File: src/wfpp_pkg.sv
`default_nettype none
package wfpp_pkg;

   // transaction field widths
   localparam int FUNC_W  = 1;
   localparam int SLOT_W  = 4;
   localparam int DUR_W   = 32;
   localparam int TIME_W  = 64;
   localparam int WHOLE_W = 32;
   localparam int TENTH_W = 4;
   localparam int COUNT_W = 32;

   localparam int NUM_SLOTS_DEFAULT = 3;

   // func codes
   localparam logic [FUNC_W-1:0] FUNC_ADD   = 1'b0;
   localparam logic [FUNC_W-1:0] FUNC_FRAME = 1'b1;

   localparam logic [COUNT_W-1:0] WINDOW_PERIOD_RESET = 32'd5000000;

   // fps tenths come from frames * 10^7 / span; means from acc / (n * 100)
   localparam int MUL_B_W = 24;
   localparam int PROD_W  = COUNT_W + MUL_B_W;
   localparam logic [MUL_B_W-1:0] FPS_SCALE  = 24'd10000000;
   localparam logic [MUL_B_W-1:0] MEAN_SCALE = 24'd100;

   // serial divider
   localparam int DIV_W = 64;
   localparam int DIV_CNT_W = $clog2(DIV_W);
   localparam logic [TENTH_W:0] DIGIT_BASE = 5'd10;

   // one fps job and three mean jobs per report
   localparam int REPORT_JOBS = 4;
   localparam int JOB_W = $clog2(REPORT_JOBS);

   typedef struct packed {
      logic                 done;
      logic [WHOLE_W-1:0]   whole;
      logic [TENTH_W-1:0]   tenth;
   } wfpp_div_res_type;

endpackage
`default_nettype wire

File: src/wfpp_req_if.sv
`default_nettype none
interface wfpp_req_if;
   logic                             valid;
   logic                             ready;
   logic [wfpp_pkg::FUNC_W-1:0]      func;
   logic [wfpp_pkg::SLOT_W-1:0]      slot;
   logic [wfpp_pkg::DUR_W-1:0]       duration_us;
   logic [wfpp_pkg::TIME_W-1:0]      now_us;

   modport source (output valid, output func, output slot, output duration_us,
                   output now_us, input ready);
   modport sink   (input valid, input func, input slot, input duration_us,
                   input now_us, output ready);
endinterface
`default_nettype wire

File: src/wfpp_rsp_if.sv
`default_nettype none
interface wfpp_rsp_if;
   logic                             valid;
   logic                             ready;
   logic [wfpp_pkg::WHOLE_W-1:0]     fps_whole;
   logic [wfpp_pkg::TENTH_W-1:0]     fps_tenth;
   logic [wfpp_pkg::WHOLE_W-1:0]     render_ms_whole;
   logic [wfpp_pkg::TENTH_W-1:0]     render_ms_tenth;
   logic [wfpp_pkg::WHOLE_W-1:0]     blit_ms_whole;
   logic [wfpp_pkg::TENTH_W-1:0]     blit_ms_tenth;
   logic [wfpp_pkg::WHOLE_W-1:0]     vsync_ms_whole;
   logic [wfpp_pkg::TENTH_W-1:0]     vsync_ms_tenth;
   logic [wfpp_pkg::COUNT_W-1:0]     frames_in_window;

   modport source (output valid, output fps_whole, output fps_tenth,
                   output render_ms_whole, output render_ms_tenth,
                   output blit_ms_whole, output blit_ms_tenth,
                   output vsync_ms_whole, output vsync_ms_tenth,
                   output frames_in_window, input ready);
   modport sink   (input valid, input fps_whole, input fps_tenth,
                   input render_ms_whole, input render_ms_tenth,
                   input blit_ms_whole, input blit_ms_tenth,
                   input vsync_ms_whole, input vsync_ms_tenth,
                   input frames_in_window, output ready);
endinterface
`default_nettype wire

File: src/wfpp_divider.sv
`default_nettype none
// Restoring divider, one quotient bit per cycle, MSB first.
// Quotient bits stream into a serial divide-by-10: low 32 bits of q/10 and q%10.
module wfpp_divider (
   input  wire logic                               clock,
   input  wire logic                               reset,
   input  wire logic                               start,
   input  wire logic [wfpp_pkg::DIV_W-1:0]         numerator,
   input  wire logic [wfpp_pkg::DIV_W-1:0]         divisor,
   output wfpp_pkg::wfpp_div_res_type              res
);

   logic                                 busy_ff, busy_in;
   logic                                 done_ff, done_in;
   logic [wfpp_pkg::DIV_CNT_W-1:0]       cnt_ff, cnt_in;
   logic [wfpp_pkg::DIV_W-1:0]           num_ff, den_ff, rem_ff;
   logic [wfpp_pkg::WHOLE_W-1:0]         q10_ff;
   logic [wfpp_pkg::TENTH_W-1:0]         r10_ff;

   logic [wfpp_pkg::DIV_W:0]             trial;
   logic [wfpp_pkg::DIV_W:0]             diff;
   logic                                 qbit;
   logic [wfpp_pkg::DIV_W-1:0]           rem_in;
   logic [wfpp_pkg::TENTH_W:0]           t10;
   logic                                 q10bit;
   logic [wfpp_pkg::TENTH_W-1:0]         r10_in;

   always_comb begin
      trial  = {rem_ff, num_ff[wfpp_pkg::DIV_W-1]};
      diff   = trial - {1'b0, den_ff};
      qbit   = (trial >= {1'b0, den_ff});
      rem_in = qbit ? diff[wfpp_pkg::DIV_W-1:0] : trial[wfpp_pkg::DIV_W-1:0];
      t10    = {r10_ff, qbit};
      q10bit = (t10 >= wfpp_pkg::DIGIT_BASE);
      r10_in = q10bit ? wfpp_pkg::TENTH_W'(t10 - wfpp_pkg::DIGIT_BASE)
                      : t10[wfpp_pkg::TENTH_W-1:0];
   end

   always_comb begin
      busy_in = busy_ff;
      done_in = 1'b0;
      cnt_in  = cnt_ff;
      if (start) begin
         busy_in = 1'b1;
         cnt_in  = wfpp_pkg::DIV_CNT_W'(wfpp_pkg::DIV_W - 1);
      end else if (busy_ff) begin
         cnt_in = cnt_ff - 1'b1;
         if (cnt_ff == '0) begin
            busy_in = 1'b0;
            done_in = 1'b1;
         end
      end
   end

   always_ff @(posedge clock) begin
      if (reset) begin
         busy_ff <= 1'b0;
         done_ff <= 1'b0;
         cnt_ff  <= '0;
      end else begin
         busy_ff <= busy_in;
         done_ff <= done_in;
         cnt_ff  <= cnt_in;
      end
   end

   always_ff @(posedge clock) begin
      if (start) begin
         num_ff <= numerator;
         den_ff <= divisor;
         rem_ff <= '0;
         r10_ff <= '0;
      end else if (busy_ff) begin
         num_ff <= {num_ff[wfpp_pkg::DIV_W-2:0], 1'b0};
         rem_ff <= rem_in;
         r10_ff <= r10_in;
         q10_ff <= {q10_ff[wfpp_pkg::WHOLE_W-2:0], q10bit};
      end
   end

   assign res.done  = done_ff;
   assign res.whole = q10_ff;
   assign res.tenth = r10_ff;

endmodule
`default_nettype wire

File: src/windowed_frame_phase_profiler_top.sv
// Sequence: an add is applied in EXEC; an end of frame in a started window also passes
//   CHECK, and one that closes a window runs four divisions (LOAD, DIV each), then EMIT.
// Flow: one transaction at a time; the shared bit-serial divider sets the
//   close cost, and CHECK waits while an undelivered report is pending.
// Reset: synchronous, active high; clears accumulators, frame count, window start,
//   the pending report, and loads the period with 5000000 us.
`default_nettype none
module windowed_frame_phase_profiler_top #(
   parameter int NUM_SLOTS = wfpp_pkg::NUM_SLOTS_DEFAULT
) (
   input  wire logic                            clock,
   input  wire logic                            reset,
   wfpp_req_if.sink                             req_ch,
   wfpp_rsp_if.source                           rsp_ch,
   input  wire logic                            csr_wr_en,
   input  wire logic [wfpp_pkg::COUNT_W-1:0]    csr_wr_data
);

   localparam int SLOT_IDX_W = $clog2(NUM_SLOTS);
   localparam logic [wfpp_pkg::JOB_W-1:0] LAST_JOB =
      wfpp_pkg::JOB_W'(wfpp_pkg::REPORT_JOBS - 1);

   // Control sequencer, one-hot
   typedef enum logic [5:0] {
      ST_IDLE  = 6'b000001,
      ST_EXEC  = 6'b000010,   // apply transaction to state
      ST_CHECK = 6'b000100,   // span vs period
      ST_LOAD  = 6'b001000,   // set up one division job
      ST_DIV   = 6'b010000,   // wait on serial divider
      ST_EMIT  = 6'b100000    // publish report, restart window
   } state_type;

   state_type                             state_ff, state_in;

   // captured transaction
   logic [wfpp_pkg::FUNC_W-1:0]           func_ff;
   logic [wfpp_pkg::SLOT_W-1:0]           slot_ff;
   logic [wfpp_pkg::DUR_W-1:0]            dur_ff;
   logic [wfpp_pkg::TIME_W-1:0]           now_ff;

   // profiler state
   logic [wfpp_pkg::TIME_W-1:0]           acc_ff [NUM_SLOTS];
   logic [wfpp_pkg::COUNT_W-1:0]          fc_ff;
   logic [wfpp_pkg::TIME_W-1:0]           ws_ff;
   logic [wfpp_pkg::COUNT_W-1:0]          period_ff;
   logic [wfpp_pkg::TIME_W-1:0]           span_ff;
   logic [wfpp_pkg::JOB_W-1:0]            job_ff;

   // report register; job 0 is fps, jobs 1..3 are slots 0..2
   logic [wfpp_pkg::WHOLE_W-1:0]          res_whole_ff [wfpp_pkg::REPORT_JOBS];
   logic [wfpp_pkg::TENTH_W-1:0]          res_tenth_ff [wfpp_pkg::REPORT_JOBS];
   logic [wfpp_pkg::COUNT_W-1:0]          res_frames_ff;
   logic                                  rsp_valid_ff;

   logic                                  req_fire;
   logic                                  slot_ok;
   logic [SLOT_IDX_W-1:0]                 acc_idx;
   logic [wfpp_pkg::TIME_W-1:0]           acc_rd;
   logic [wfpp_pkg::COUNT_W-1:0]          period_eff;
   logic [wfpp_pkg::COUNT_W-1:0]          n_val;
   logic [wfpp_pkg::COUNT_W-1:0]          mul_a;
   logic [wfpp_pkg::MUL_B_W-1:0]          mul_b;
   logic [wfpp_pkg::PROD_W-1:0]           prod;
   logic [wfpp_pkg::DIV_W-1:0]            div_num, div_den;
   logic                                  div_start;
   logic                                  span_due;
   wfpp_pkg::wfpp_div_res_type            div_res;

   assign req_fire = req_ch.valid & req_ch.ready;
   assign req_ch.ready = (state_ff == ST_IDLE);

   assign slot_ok = ({1'b0, slot_ff} < (wfpp_pkg::SLOT_W + 1)'(NUM_SLOTS));

   // One read port on the accumulators: the add path in EXEC, else the mean job.
   assign acc_idx = (state_ff == ST_EXEC) ? slot_ff[SLOT_IDX_W-1:0]
                                          : SLOT_IDX_W'(job_ff - 1'b1);
   assign acc_rd  = acc_ff[acc_idx];

   // a zero period behaves as one microsecond
   assign period_eff = (period_ff == '0) ? wfpp_pkg::COUNT_W'(1) : period_ff;
   assign span_due   = (span_ff >= wfpp_pkg::TIME_W'(period_eff));

   // Shared multiplier: frames * 10^7 for the fps job, n * 100 for mean jobs.
   // Result lands in the divider's operand registers.
   assign n_val = (fc_ff == '0) ? wfpp_pkg::COUNT_W'(1) : fc_ff;
   assign mul_a = (job_ff == '0) ? fc_ff : n_val;
   assign mul_b = (job_ff == '0) ? wfpp_pkg::FPS_SCALE : wfpp_pkg::MEAN_SCALE;
   assign prod  = wfpp_pkg::PROD_W'(mul_a) * wfpp_pkg::PROD_W'(mul_b);

   assign div_num   = (job_ff == '0) ? wfpp_pkg::DIV_W'(prod) : acc_rd;
   assign div_den   = (job_ff == '0) ? span_ff : wfpp_pkg::DIV_W'(prod);
   assign div_start = (state_ff == ST_LOAD);

   wfpp_divider u_divider (
      .clock     (clock),
      .reset     (reset),
      .start     (div_start),
      .numerator (div_num),
      .divisor   (div_den),
      .res       (div_res)
   );

   always_comb begin
      state_in = state_ff;
      case (state_ff)
         ST_IDLE: begin
            if (req_ch.valid) state_in = ST_EXEC;
         end
         ST_EXEC: begin
            if (func_ff == wfpp_pkg::FUNC_FRAME && ws_ff != '0) state_in = ST_CHECK;
            else state_in = ST_IDLE;
         end
         ST_CHECK: begin
            // report register must be drained before it is overwritten
            if (!span_due) state_in = ST_IDLE;
            else if (!rsp_valid_ff) state_in = ST_LOAD;
         end
         ST_LOAD: begin
            state_in = ST_DIV;
         end
         ST_DIV: begin
            if (div_res.done) state_in = (job_ff == LAST_JOB) ? ST_EMIT : ST_LOAD;
         end
         ST_EMIT: begin
            state_in = ST_IDLE;
         end
         default: begin
            state_in = ST_IDLE;
         end
      endcase
   end

   always_ff @(posedge clock) begin
      if (reset) begin
         state_ff     <= ST_IDLE;
         rsp_valid_ff <= 1'b0;
         fc_ff        <= '0;
         ws_ff        <= '0;
         period_ff    <= wfpp_pkg::WINDOW_PERIOD_RESET;
         job_ff       <= '0;
         for (int i = 0; i < NUM_SLOTS; i++) acc_ff[i] <= '0;
      end else begin
         state_ff <= state_in;
         if (csr_wr_en) period_ff <= csr_wr_data;
         if (rsp_valid_ff && rsp_ch.ready) rsp_valid_ff <= 1'b0;
         case (state_ff)
            ST_EXEC: begin
               if (func_ff == wfpp_pkg::FUNC_ADD) begin
                  if (slot_ok) acc_ff[acc_idx] <= acc_rd + wfpp_pkg::TIME_W'(dur_ff);
               end else begin
                  fc_ff <= fc_ff + 1'b1;
                  if (ws_ff == '0) ws_ff <= now_ff;
               end
            end
            ST_CHECK: begin
               job_ff <= '0;
            end
            ST_DIV: begin
               if (div_res.done) job_ff <= job_ff + 1'b1;
            end
            ST_EMIT: begin
               rsp_valid_ff <= 1'b1;
               fc_ff        <= '0;
               ws_ff        <= now_ff;
               for (int i = 0; i < NUM_SLOTS; i++) acc_ff[i] <= '0;
            end
            default: begin
            end
         endcase
      end
   end

   // payload registers
   always_ff @(posedge clock) begin
      if (req_fire) begin
         func_ff <= req_ch.func;
         slot_ff <= req_ch.slot;
         dur_ff  <= req_ch.duration_us;
         now_ff  <= req_ch.now_us;
      end
      if (state_ff == ST_EXEC) span_ff <= now_ff - ws_ff;
      if (state_ff == ST_DIV && div_res.done) begin
         res_whole_ff[job_ff] <= div_res.whole;
         res_tenth_ff[job_ff] <= div_res.tenth;
      end
      if (state_ff == ST_EMIT) res_frames_ff <= fc_ff;
   end

   assign rsp_ch.valid            = rsp_valid_ff;
   assign rsp_ch.fps_whole        = res_whole_ff[0];
   assign rsp_ch.fps_tenth        = res_tenth_ff[0];
   assign rsp_ch.render_ms_whole  = res_whole_ff[1];
   assign rsp_ch.render_ms_tenth  = res_tenth_ff[1];
   assign rsp_ch.blit_ms_whole    = res_whole_ff[2];
   assign rsp_ch.blit_ms_tenth    = res_tenth_ff[2];
   assign rsp_ch.vsync_ms_whole   = res_whole_ff[3];
   assign rsp_ch.vsync_ms_tenth   = res_tenth_ff[3];
   assign rsp_ch.frames_in_window = res_frames_ff;

`ifndef SYNTHESIS
   // a report only appears right after the publish step
   a_rsp_from_emit: assert property (@(posedge clock) disable iff (reset)
      $rose(rsp_valid_ff) |-> $past(state_ff == ST_EMIT))
      else $error("report raised outside publish step");

   // publishing never overwrites an undelivered report
   a_emit_free: assert property (@(posedge clock) disable iff (reset)
      (state_ff == ST_EMIT) |-> !rsp_valid_ff)
      else $error("publish while report pending");

   // divider completions only while the sequencer waits on it
   a_div_done_owned: assert property (@(posedge clock) disable iff (reset)
      div_res.done |-> (state_ff == ST_DIV))
      else $error("divider done outside wait state");
`endif

endmodule
`default_nettype wire
File: src/flat_wrapper.sv
// flat-port wrapper written by rule: the top's interface ports become plain ports
module windowed_frame_phase_profiler_top_flat 
#(
   parameter int NUM_SLOTS = wfpp_pkg::NUM_SLOTS_DEFAULT
)
  (clock, reset, csr_wr_en, csr_wr_data, req_ch_valid, req_ch_func, req_ch_slot, req_ch_duration_us, req_ch_now_us, req_ch_ready, rsp_ch_valid, rsp_ch_fps_whole, rsp_ch_fps_tenth, rsp_ch_render_ms_whole, rsp_ch_render_ms_tenth, rsp_ch_blit_ms_whole, rsp_ch_blit_ms_tenth, rsp_ch_vsync_ms_whole, rsp_ch_vsync_ms_tenth, rsp_ch_frames_in_window, rsp_ch_ready);
  wfpp_req_if req_ch_i ();
  wfpp_rsp_if rsp_ch_i ();
  input  wire logic clock;
  input  wire logic reset;
  input  wire logic csr_wr_en;
  input  wire logic [wfpp_pkg::COUNT_W-1:0] csr_wr_data;
  input wire logic [$bits(req_ch_i.valid)-1:0] req_ch_valid;
  input wire logic [$bits(req_ch_i.func)-1:0] req_ch_func;
  input wire logic [$bits(req_ch_i.slot)-1:0] req_ch_slot;
  input wire logic [$bits(req_ch_i.duration_us)-1:0] req_ch_duration_us;
  input wire logic [$bits(req_ch_i.now_us)-1:0] req_ch_now_us;
  output wire logic [$bits(req_ch_i.ready)-1:0] req_ch_ready;
  output wire logic [$bits(rsp_ch_i.valid)-1:0] rsp_ch_valid;
  output wire logic [$bits(rsp_ch_i.fps_whole)-1:0] rsp_ch_fps_whole;
  output wire logic [$bits(rsp_ch_i.fps_tenth)-1:0] rsp_ch_fps_tenth;
  output wire logic [$bits(rsp_ch_i.render_ms_whole)-1:0] rsp_ch_render_ms_whole;
  output wire logic [$bits(rsp_ch_i.render_ms_tenth)-1:0] rsp_ch_render_ms_tenth;
  output wire logic [$bits(rsp_ch_i.blit_ms_whole)-1:0] rsp_ch_blit_ms_whole;
  output wire logic [$bits(rsp_ch_i.blit_ms_tenth)-1:0] rsp_ch_blit_ms_tenth;
  output wire logic [$bits(rsp_ch_i.vsync_ms_whole)-1:0] rsp_ch_vsync_ms_whole;
  output wire logic [$bits(rsp_ch_i.vsync_ms_tenth)-1:0] rsp_ch_vsync_ms_tenth;
  output wire logic [$bits(rsp_ch_i.frames_in_window)-1:0] rsp_ch_frames_in_window;
  input wire logic [$bits(rsp_ch_i.ready)-1:0] rsp_ch_ready;
  assign req_ch_i.valid = req_ch_valid;
  assign req_ch_i.func = req_ch_func;
  assign req_ch_i.slot = req_ch_slot;
  assign req_ch_i.duration_us = req_ch_duration_us;
  assign req_ch_i.now_us = req_ch_now_us;
  assign req_ch_ready = req_ch_i.ready;
  assign rsp_ch_valid = rsp_ch_i.valid;
  assign rsp_ch_fps_whole = rsp_ch_i.fps_whole;
  assign rsp_ch_fps_tenth = rsp_ch_i.fps_tenth;
  assign rsp_ch_render_ms_whole = rsp_ch_i.render_ms_whole;
  assign rsp_ch_render_ms_tenth = rsp_ch_i.render_ms_tenth;
  assign rsp_ch_blit_ms_whole = rsp_ch_i.blit_ms_whole;
  assign rsp_ch_blit_ms_tenth = rsp_ch_i.blit_ms_tenth;
  assign rsp_ch_vsync_ms_whole = rsp_ch_i.vsync_ms_whole;
  assign rsp_ch_vsync_ms_tenth = rsp_ch_i.vsync_ms_tenth;
  assign rsp_ch_frames_in_window = rsp_ch_i.frames_in_window;
  assign rsp_ch_i.ready = rsp_ch_ready;
  windowed_frame_phase_profiler_top #(.NUM_SLOTS(NUM_SLOTS)) u_core (.clock(clock), .reset(reset), .req_ch(req_ch_i), .rsp_ch(rsp_ch_i), .csr_wr_en(csr_wr_en), .csr_wr_data(csr_wr_data));
endmodule
File: config.mk
export PLATFORM = sky130hd
export DESIGN_NAME = windowed_frame_phase_profiler_top_flat
export DESIGN_NICKNAME = d
export VERILOG_FILES = /design/src/wfpp_pkg.sv /design/src/wfpp_req_if.sv /design/src/wfpp_rsp_if.sv /design/src/wfpp_divider.sv /design/src/windowed_frame_phase_profiler_top.sv /design/src/flat_wrapper.sv
export SDC_FILE = /design/constraint.sdc
export NUM_CORES = 2
export LEC_CHECK = 0
export ABC_AREA = 1
export BUFFER_PORTS_ARGS = -buffer_cell sky130_fd_sc_hd__buf_2
export CORE_UTILIZATION = 45
export CTS_CLUSTER_SIZE = 20
export DETAILED_ROUTE_END_ITERATION = 6
export GPL_ROUTABILITY_DRIVEN = 0
export SLEW_MARGIN = 20
export SYNTH_ARGS = -nofsm -noshare
export SYNTH_HDL_FRONTEND = slang
export SYNTH_SLANG_ARGS = --single-unit
File: constraint.sdc
create_clock -name clock -period 7.9 [get_ports clock]
set_input_delay 0.79 -clock clock [delete_from_list [all_inputs] [get_ports clock]]
set_output_delay 0.79 -clock clock [all_outputs]
set_load 0.01 [all_outputs]
== Yosys cells after proc, flatten, opt, wreduce, memory -nomap -nowiden ==
Memories as Yosys holds them, arrays and structs flattened.
Index checks and enable logic that the tools add are counted.

* Add/sub/neg operators: 8
* Multipliers: 1
* $lt $le $gt $ge: 4
* Equality and inequality tests: 12
* Mux-type cells: 51
* Bitwise operators: 6
* Reduce and logical (&&, ||, !) cells: 20

{| class="wikitable"
|+ Operators by type and width
! kind !! count
|-
| $mux W64 || 10
|-
| $mux W32 || 4
|-
| $pmux W64 S2 || 1
|-
| $sub A64 B64 Y64 || 2
|-
| $ge A65 B64 Y1 || 1
|-
| $add A64 B32 Y64 || 1
|-
| $ge A64 B32 Y1 || 1
|-
| $logic_not A32 Y1 || 2
|-
| $logic_not A64 Y1 || 1
|-
| $pmux W32 S2 || 1
|-
| $reduce_bool A64 Y1 || 1
|-
| $reduce_or A64 Y1 || 1
|-
| $mul A32 B24 Y56 || 1
|-
| $mux W56 || 1
|-
| $mux W6 || 7
|-
| $add A32 B1 Y32 const B || 1
|-
| $pmux W6 S5 || 1
|-
| $mux W24 || 1
|-
| $mux W1 || 19
|-
| $reduce_bool A2 Y1 || 4
|-
| $eq A6 B1 Y1 const B || 1
|-
| $eq A6 B2 Y1 const B || 1
|-
| $eq A6 B3 Y1 const B || 1
|-
| $eq A6 B4 Y1 const B || 1
|-
| other kinds (25) || 37
|}

* Register bits after elaboration: 570
* RAM bits: 336
* Input port bits: 138
* Logic and storage cells: 126
* Memories kept: 3

{| class="wikitable"
|+ Memories
! memory !! depth !! width !! read ports !! clocked after memory_dff !! write ports !! line !! text
|-
| u_core.acc_ff || 3 || 64 || 1 || 0 || 3 || windowed_frame_phase_profiler_top.sv:42 || <nowiki>logic [wfpp_pkg::TIME_W-1:0] acc_ff [NUM_SLOTS];</nowiki>
|-
| u_core.res_whole_ff || 4 || 32 || 4 || 0 || 1 || windowed_frame_phase_profiler_top.sv:50 || <nowiki>logic [wfpp_pkg::WHOLE_W-1:0] res_whole_ff [wfpp_pkg::REPORT_JOBS];</nowiki>
|-
| u_core.res_tenth_ff || 4 || 4 || 4 || 0 || 1 || windowed_frame_phase_profiler_top.sv:51 || <nowiki>logic [wfpp_pkg::TENTH_W-1:0] res_tenth_ff [wfpp_pkg::REPORT_JOBS];</nowiki>
|}

== Depth between registers and ports, before layout ==
* Depth in word-level cells: 8
* Mapped depth: 34
* Gate-level depth less buffers: 31

== Modules after synthesis ==
Synthesis repeated with hierarchy kept, for this count alone.

* Cell total of the unflattened synthesis: 7606
* Area, all modules: 64744.6 um2

{| class="wikitable"
|+ By module, submodules not included
! module !! instances !! cells each !! area each (um2) !! sequential area each (um2)
|-
| windowed_frame_phase_profiler_top || 1 || 5594 || 50190.6 || 20669.8
|-
| wfpp_divider || 1 || 2012 || 14554.0 || 6326.1
|}

== Worst setup path after synthesis ==
OpenSTA, ideal clock, no wires.

* Path type: reg-to-reg
* Start point: register u_core.state_ff[4]
* End point: register u_core.u_divider.rem_ff[45] (netlist bit)
* Library setup time: 0.123 ns
* Data arrival time: 6.940 ns
* Data required time: 7.777 ns
* Path slack: 0.837 ns
* Stages on the path, launching flop included: 10
* Clock period less this slack: 7.063 ns
* Cells stage by stage: dfxtp_1 -> nor2_4 -> inv_1 -> nor4_2 -> inv_2 -> nand2_1 -> inv_2 -> clkbuf_1 -> nand2_1 -> o21ai_0

* Longest elaborated chain between the ends: 1

{| class="wikitable"
|+ Ends and longest elaborated chain
! what !! line !! text
|-
| start: declaration || windowed_frame_phase_profiler_top.sv:33 || <nowiki>state_type state_ff, state_in;</nowiki>
|-
| start signal: assignment || windowed_frame_phase_profiler_top.sv:143 || <nowiki>state_ff <= state_in;</nowiki>
|-
| $eq A6 B4 Y1 || windowed_frame_phase_profiler_top.sv:92 || <nowiki>assign div_start = (state_ff == ST_LOAD);</nowiki>
|-
| end signal: assignment || wfpp_divider.sv:75 || <nowiki>rem_ff <= rem_in;</nowiki>
|-
| end: declaration || wfpp_divider.sv:16 || <nowiki>logic [wfpp_pkg::DIV_W-1:0] num_ff, den_ff, rem_ff;</nowiki>
|}

No other way between the ends.
A chain may end at the register's enable or synchronous reset.

== Final worst setup path ==
* Start point: register u_core.job_ff[0] (netlist bit)
* End point: register u_core.u_divider.num_ff[29] (netlist bit), data pin

* Longest elaborated chain between the ends: 5
* Elaborated cells between the ends (all ways): 9
* Classes of those cells: 1 x add/sub; 1 x mul; 5 x mux; 1 x reduce/logical; 1 x memory

{| class="wikitable"
|+ Ends and longest elaborated chain
! what !! line !! text
|-
| start: declaration || windowed_frame_phase_profiler_top.sv:47 || <nowiki>logic [wfpp_pkg::JOB_W-1:0] job_ff;</nowiki>
|-
| start signal: assignment || windowed_frame_phase_profiler_top.sv:159 || <nowiki>if (div_res.done) job_ff <= job_ff + 1'b1;</nowiki>
|-
| $logic_not A2 Y1 or $sub A2 B1 Y2 (tied branches) || -- ||
|-
| $mux W32 (tied with other cells) || windowed_frame_phase_profiler_top.sv:86 || <nowiki>assign mul_a = (job_ff == '0) ? fc_ff : n_val;</nowiki>
|-
| $mul A32 B24 Y56 or $mem_v2 Z3 W64 (tied branches) || -- ||
|-
| $mux W64 (*) || windowed_frame_phase_profiler_top.sv:90 || <nowiki>assign div_num = (job_ff == '0) ? wfpp_pkg::DIV_W'(prod) : acc_rd;</nowiki>
|-
| $mux W64 (*) || wfpp_divider.sv:68 || <nowiki>if (start) begin</nowiki>
|-
| end signal: assignment || wfpp_divider.sv:69 || <nowiki>num_ff <= numerator;</nowiki>
|-
| end signal: assignment || wfpp_divider.sv:74 || <nowiki>num_ff <= {num_ff[wfpp_pkg::DIV_W-2:0], 1'b0};</nowiki>
|-
| end: declaration || wfpp_divider.sv:16 ||
|}

Mark *: on every way between the ends. The rest lies on a longest branch, timed or not.

==> results.md <==
* CP startpoint: u_core.job_ff[0]$_SDFFE_PP0P_
* Die Ht at 377 µm
* Critical Path AT at 7910 ps
* Fraction of layout cells with a size suffix above 1 at 7.93%
* Mapped Cells at 7232
* # hold bufs at CTS at 0
* Clk_lat worst skew at 750 ps
* Period utilisation layout at 94.7%
* CTS Buffer Depth at 3
* Post-synth EDFFs at 757
* RSZ-0062 raised after global routing: no
* Max_slew headroom at 25.6%
* Chip Width at 377 µm
* Via density at 5.30
* Mux share of post-synthesis cell area at 0%
* Min Tclk post-route at 7480 ps
* First-pass GRT wire length at 292 mm
* Crit-path max FO at 33
* Detail Route Antenna Nets at 0
* Final Hold Viols at 0
* Grt total ovfl at 0
* Yosys cell types at 57
* Area contributors post-synth: edfxtp_1 36%, ha_1 10%, nand2_1 8.4%
* Drt total wl at 191 mm
* Number of max-cap violations at 0
* R2R setup slack at 420 ps
* Pwr Density at 196 nW/µm²
* Htree depth at 3
* FF-to-FF path depth at 25
* Routed via count at 51000
* Async S/R FF share, synth at 0%
* Place WS at 367 ps
* Compound-Gate Fraction of Synth Area at 10.6%
* Area growth from synthesis to layout at 12.4%
* Commonest non-fill, non-tap cells in the layout: 1410 x nand2_1, 1369 x inv_1, 757 x edfxtp_1
* Slowest-stage cell, CP: fa_1
* Initial DRC Count at 4313
* DRC at 0
* CTS tree: yes
* Worst EP required at 8330 ps
* GRT Util Overall at 26.8%
* # setup viols final at 0
* Synth Area in Simple Gates at 16.8%
* Power Total at 13.9 mW
* Max Slew Vio Count at 0
* Fin worst setup slack at 421 ps
* Largest family of logic cells by synthesized area: adder cells
* Max stage delay on crit path at 590 ps
* Crit Path Category: flop to flop
* Max IR drop VDD at 158 µV
* Mean Syn Cell Area at 8.73 µm²
* # IOs at 316
* Top FF cell, synth: edfxtp_1
* Synth Cell Area at 63100 µm²
* XOR/XNOR Fraction of Synth Area at 2.46%
* Outcome: complete, no violations
* Largest net degree at the start of global routing at 104
* Worst-path clk slew at 60 ps
* Final Net Count at 8558
* Core Area at 139000 µm²
* Worst r2r dst: u_core.u_divider.num_ff[29]$_DFFE_PP_
* Synthesis Warnings at 0
* Launching point of the worst reg2reg path: u_core.job_ff[0]$_SDFFE_PP0P_
* Vias in the first global route at 50100
* Initial antenna violation count at 6
* Most used cell, CP: inv_1
* CP Capture Point: u_core.u_divider.num_ff[29]$_DFFE_PP_
* Commonest non-fill, non-tap cell in the layout: nand2_1
* Hpwl dp at 150 mm
* Worst-Margin Slew at 1110 ps
* Row cnt at 137
* Clock skew at 56.2 ps
* CP Capture Type: flop
* Num CTS Buffers at 107
* Setup TNS at 0 ps
* Area leader, netlist: edfxtp_1
* F_max at 0.134 GHz
* CP Launch Type: flop
* Post-synthesis adder-cell area fraction at 18.2%
* Hold/Removal Path Class: input port to flop
* LEAKAGE at 32.4 nW
* PortBufs at 315
* Drt wl/cell at 19.8 µm
* Die area at 142000 µm²
* Initial Utilization at 45.3%
* Root buf cell: clkbuf_16
* Clock sink total at 970
* Drt pass-1 iters at 7
* Post-synthesis sequential area ratio at 42.8%
* Register bit count reported by yosys at 970
* Yosys top cell area share at 36.0%
[through the flow]
step	hold WS, ps	area [µm²]	instances	utilization [%]
global route	185	70900	9623	50.9
floorplan	406	63500	7323	-
global placement	446	67300	9417	48.3
CTS	159	70900	9621	50.9
finish	213	70900	9624	50.9
detailed placement	458	67400	9419	48.3
[power breakdown]
part / leakage [nW] / internal (mW) / switching, mW / total (mW)
sequential: 8.96 / 5.84 / 0.122 / 5.96
clock: 1.73 / 2.79 / 2.22 / 5.02
combinational: 21.7 / 0.912 / 2.02 / 2.93
total: 32.4 / 9.54 / 4.37 / 13.9
[registers in the layout, indices dropped and copies added, names as in the netlist, 4 cells and up]
name                            cells
u_core.now_ff                      64
u_core.u_divider.den_ff            64
u_core.period_ff                   32
u_core.u_divider.q10_ff            32
u_core.u_divider.r10_ff             4
u_core.state_ff                     6
u_core.span_ff                     64
u_core.res_tenth_ff                16
u_core.rsp_ch.frames_in_window     32
u_core.ws_ff                       64
u_core.dur_ff                      32
u_core.res_whole_ff               128
u_core.fc_ff                       32
u_core.u_divider.num_ff            64
u_core.u_divider.rem_ff            64
u_core.u_divider.cnt_ff             6
u_core.slot_ff                      4
u_core.acc_ff                     256
[synthesized netlist by cell type (24+ instances only)]
cell type,count
nor4_1,47
nand3_1,213
fa_1,252
clkbuf_1,120
a21o_1,24
nor2_1,712
a22oi_1,29
a21oi_1,490
xor2_1,97
dfxtp_1,213
edfxtp_1,757
o211ai_1,30
o221ai_1,24
nor3_1,55
nand2_1,1419
o21bai_1,33
o21ai_0,445
a31oi_1,43
ha_1,514
xnor2_1,80
nand4_1,66
inv_1,1374
a221oi_1,30
[worst min-delay path by stage]
stage	start	end	slack (ps)	depth (start not counted)
global route	req_ch_duration_us[4]	u_core.dur_ff[4]$_DFFE_PP_	180	1
global placement	u_core.u_divider.cnt_ff[0]$_SDFFE_PP0P_	u_core.u_divider.cnt_ff[0]$_SDFFE_PP0P_	450	1
floorplan	u_core.fc_ff[19]$_SDFFE_PP0P_	u_core.rsp_ch.frames_in_window[19]$_DFFE_PP_	410	0
finish	req_ch_duration_us[4]	u_core.dur_ff[4]$_DFFE_PP_	210	1
detailed placement	u_core.u_divider.rem_ff[11]$_SDFFE_PP0P_	u_core.u_divider.rem_ff[11]$_SDFFE_PP0P_	460	2
CTS	req_ch_duration_us[4]	u_core.dur_ff[4]$_DFFE_PP_	160	1
[kinds of logic (layout without fill, tap and decap cells)]
family | count (synthesis) | in the layout
adders and majority gates | 766 | 766
other | 2 | 94
buffers and inverters | 1534 | 1958
AOI/OAI and AO/OA | 1200 | 1200
DFF | 970 | 970
xor gates and xnor gates | 177 | 177
and+or+nand+nor | 2583 | 2583
[worst max-delay path, delay by kind of cell (launching register included)]
kind | cells | cell delay (ps)
AND/OR/NAND/NOR | 2 | 240
AO/OA/AOI/OAI | 5 | 1070
XOR/XNOR | 1 | 540
buffers and inverters | 8 | 750
adder cells (fa/ha/maj) | 9 | 4170
flip-flops | 1 | 380
[metal layers]
layer | GRT usage (%) | part of all wire (%)
met5 | 0 | 0.014
met3 | 4.19 | 7.6
met1 | 36.5 | 43
met4 | 11.4 | 4.6
met2 | 42.4 | 44
[cell type report]
class	count	area, µm²
fillers	13200	68400
multi-input cells	4819	30800
flip-flops and latches	970	27000
inverters	1381	5180
clock buffers	139	2940
well taps	1876	2350
repair buffers	375	2100
clock inverters	63	598
diodes	1	2.50
[timing repair]
action / in CTS / in global routing
setup endpoints to repair: 0 / 19
resized for setup: 0 / 1
buffers inserted: 0 / 1
Note: power is estimated with default switching activity, not from simulation.
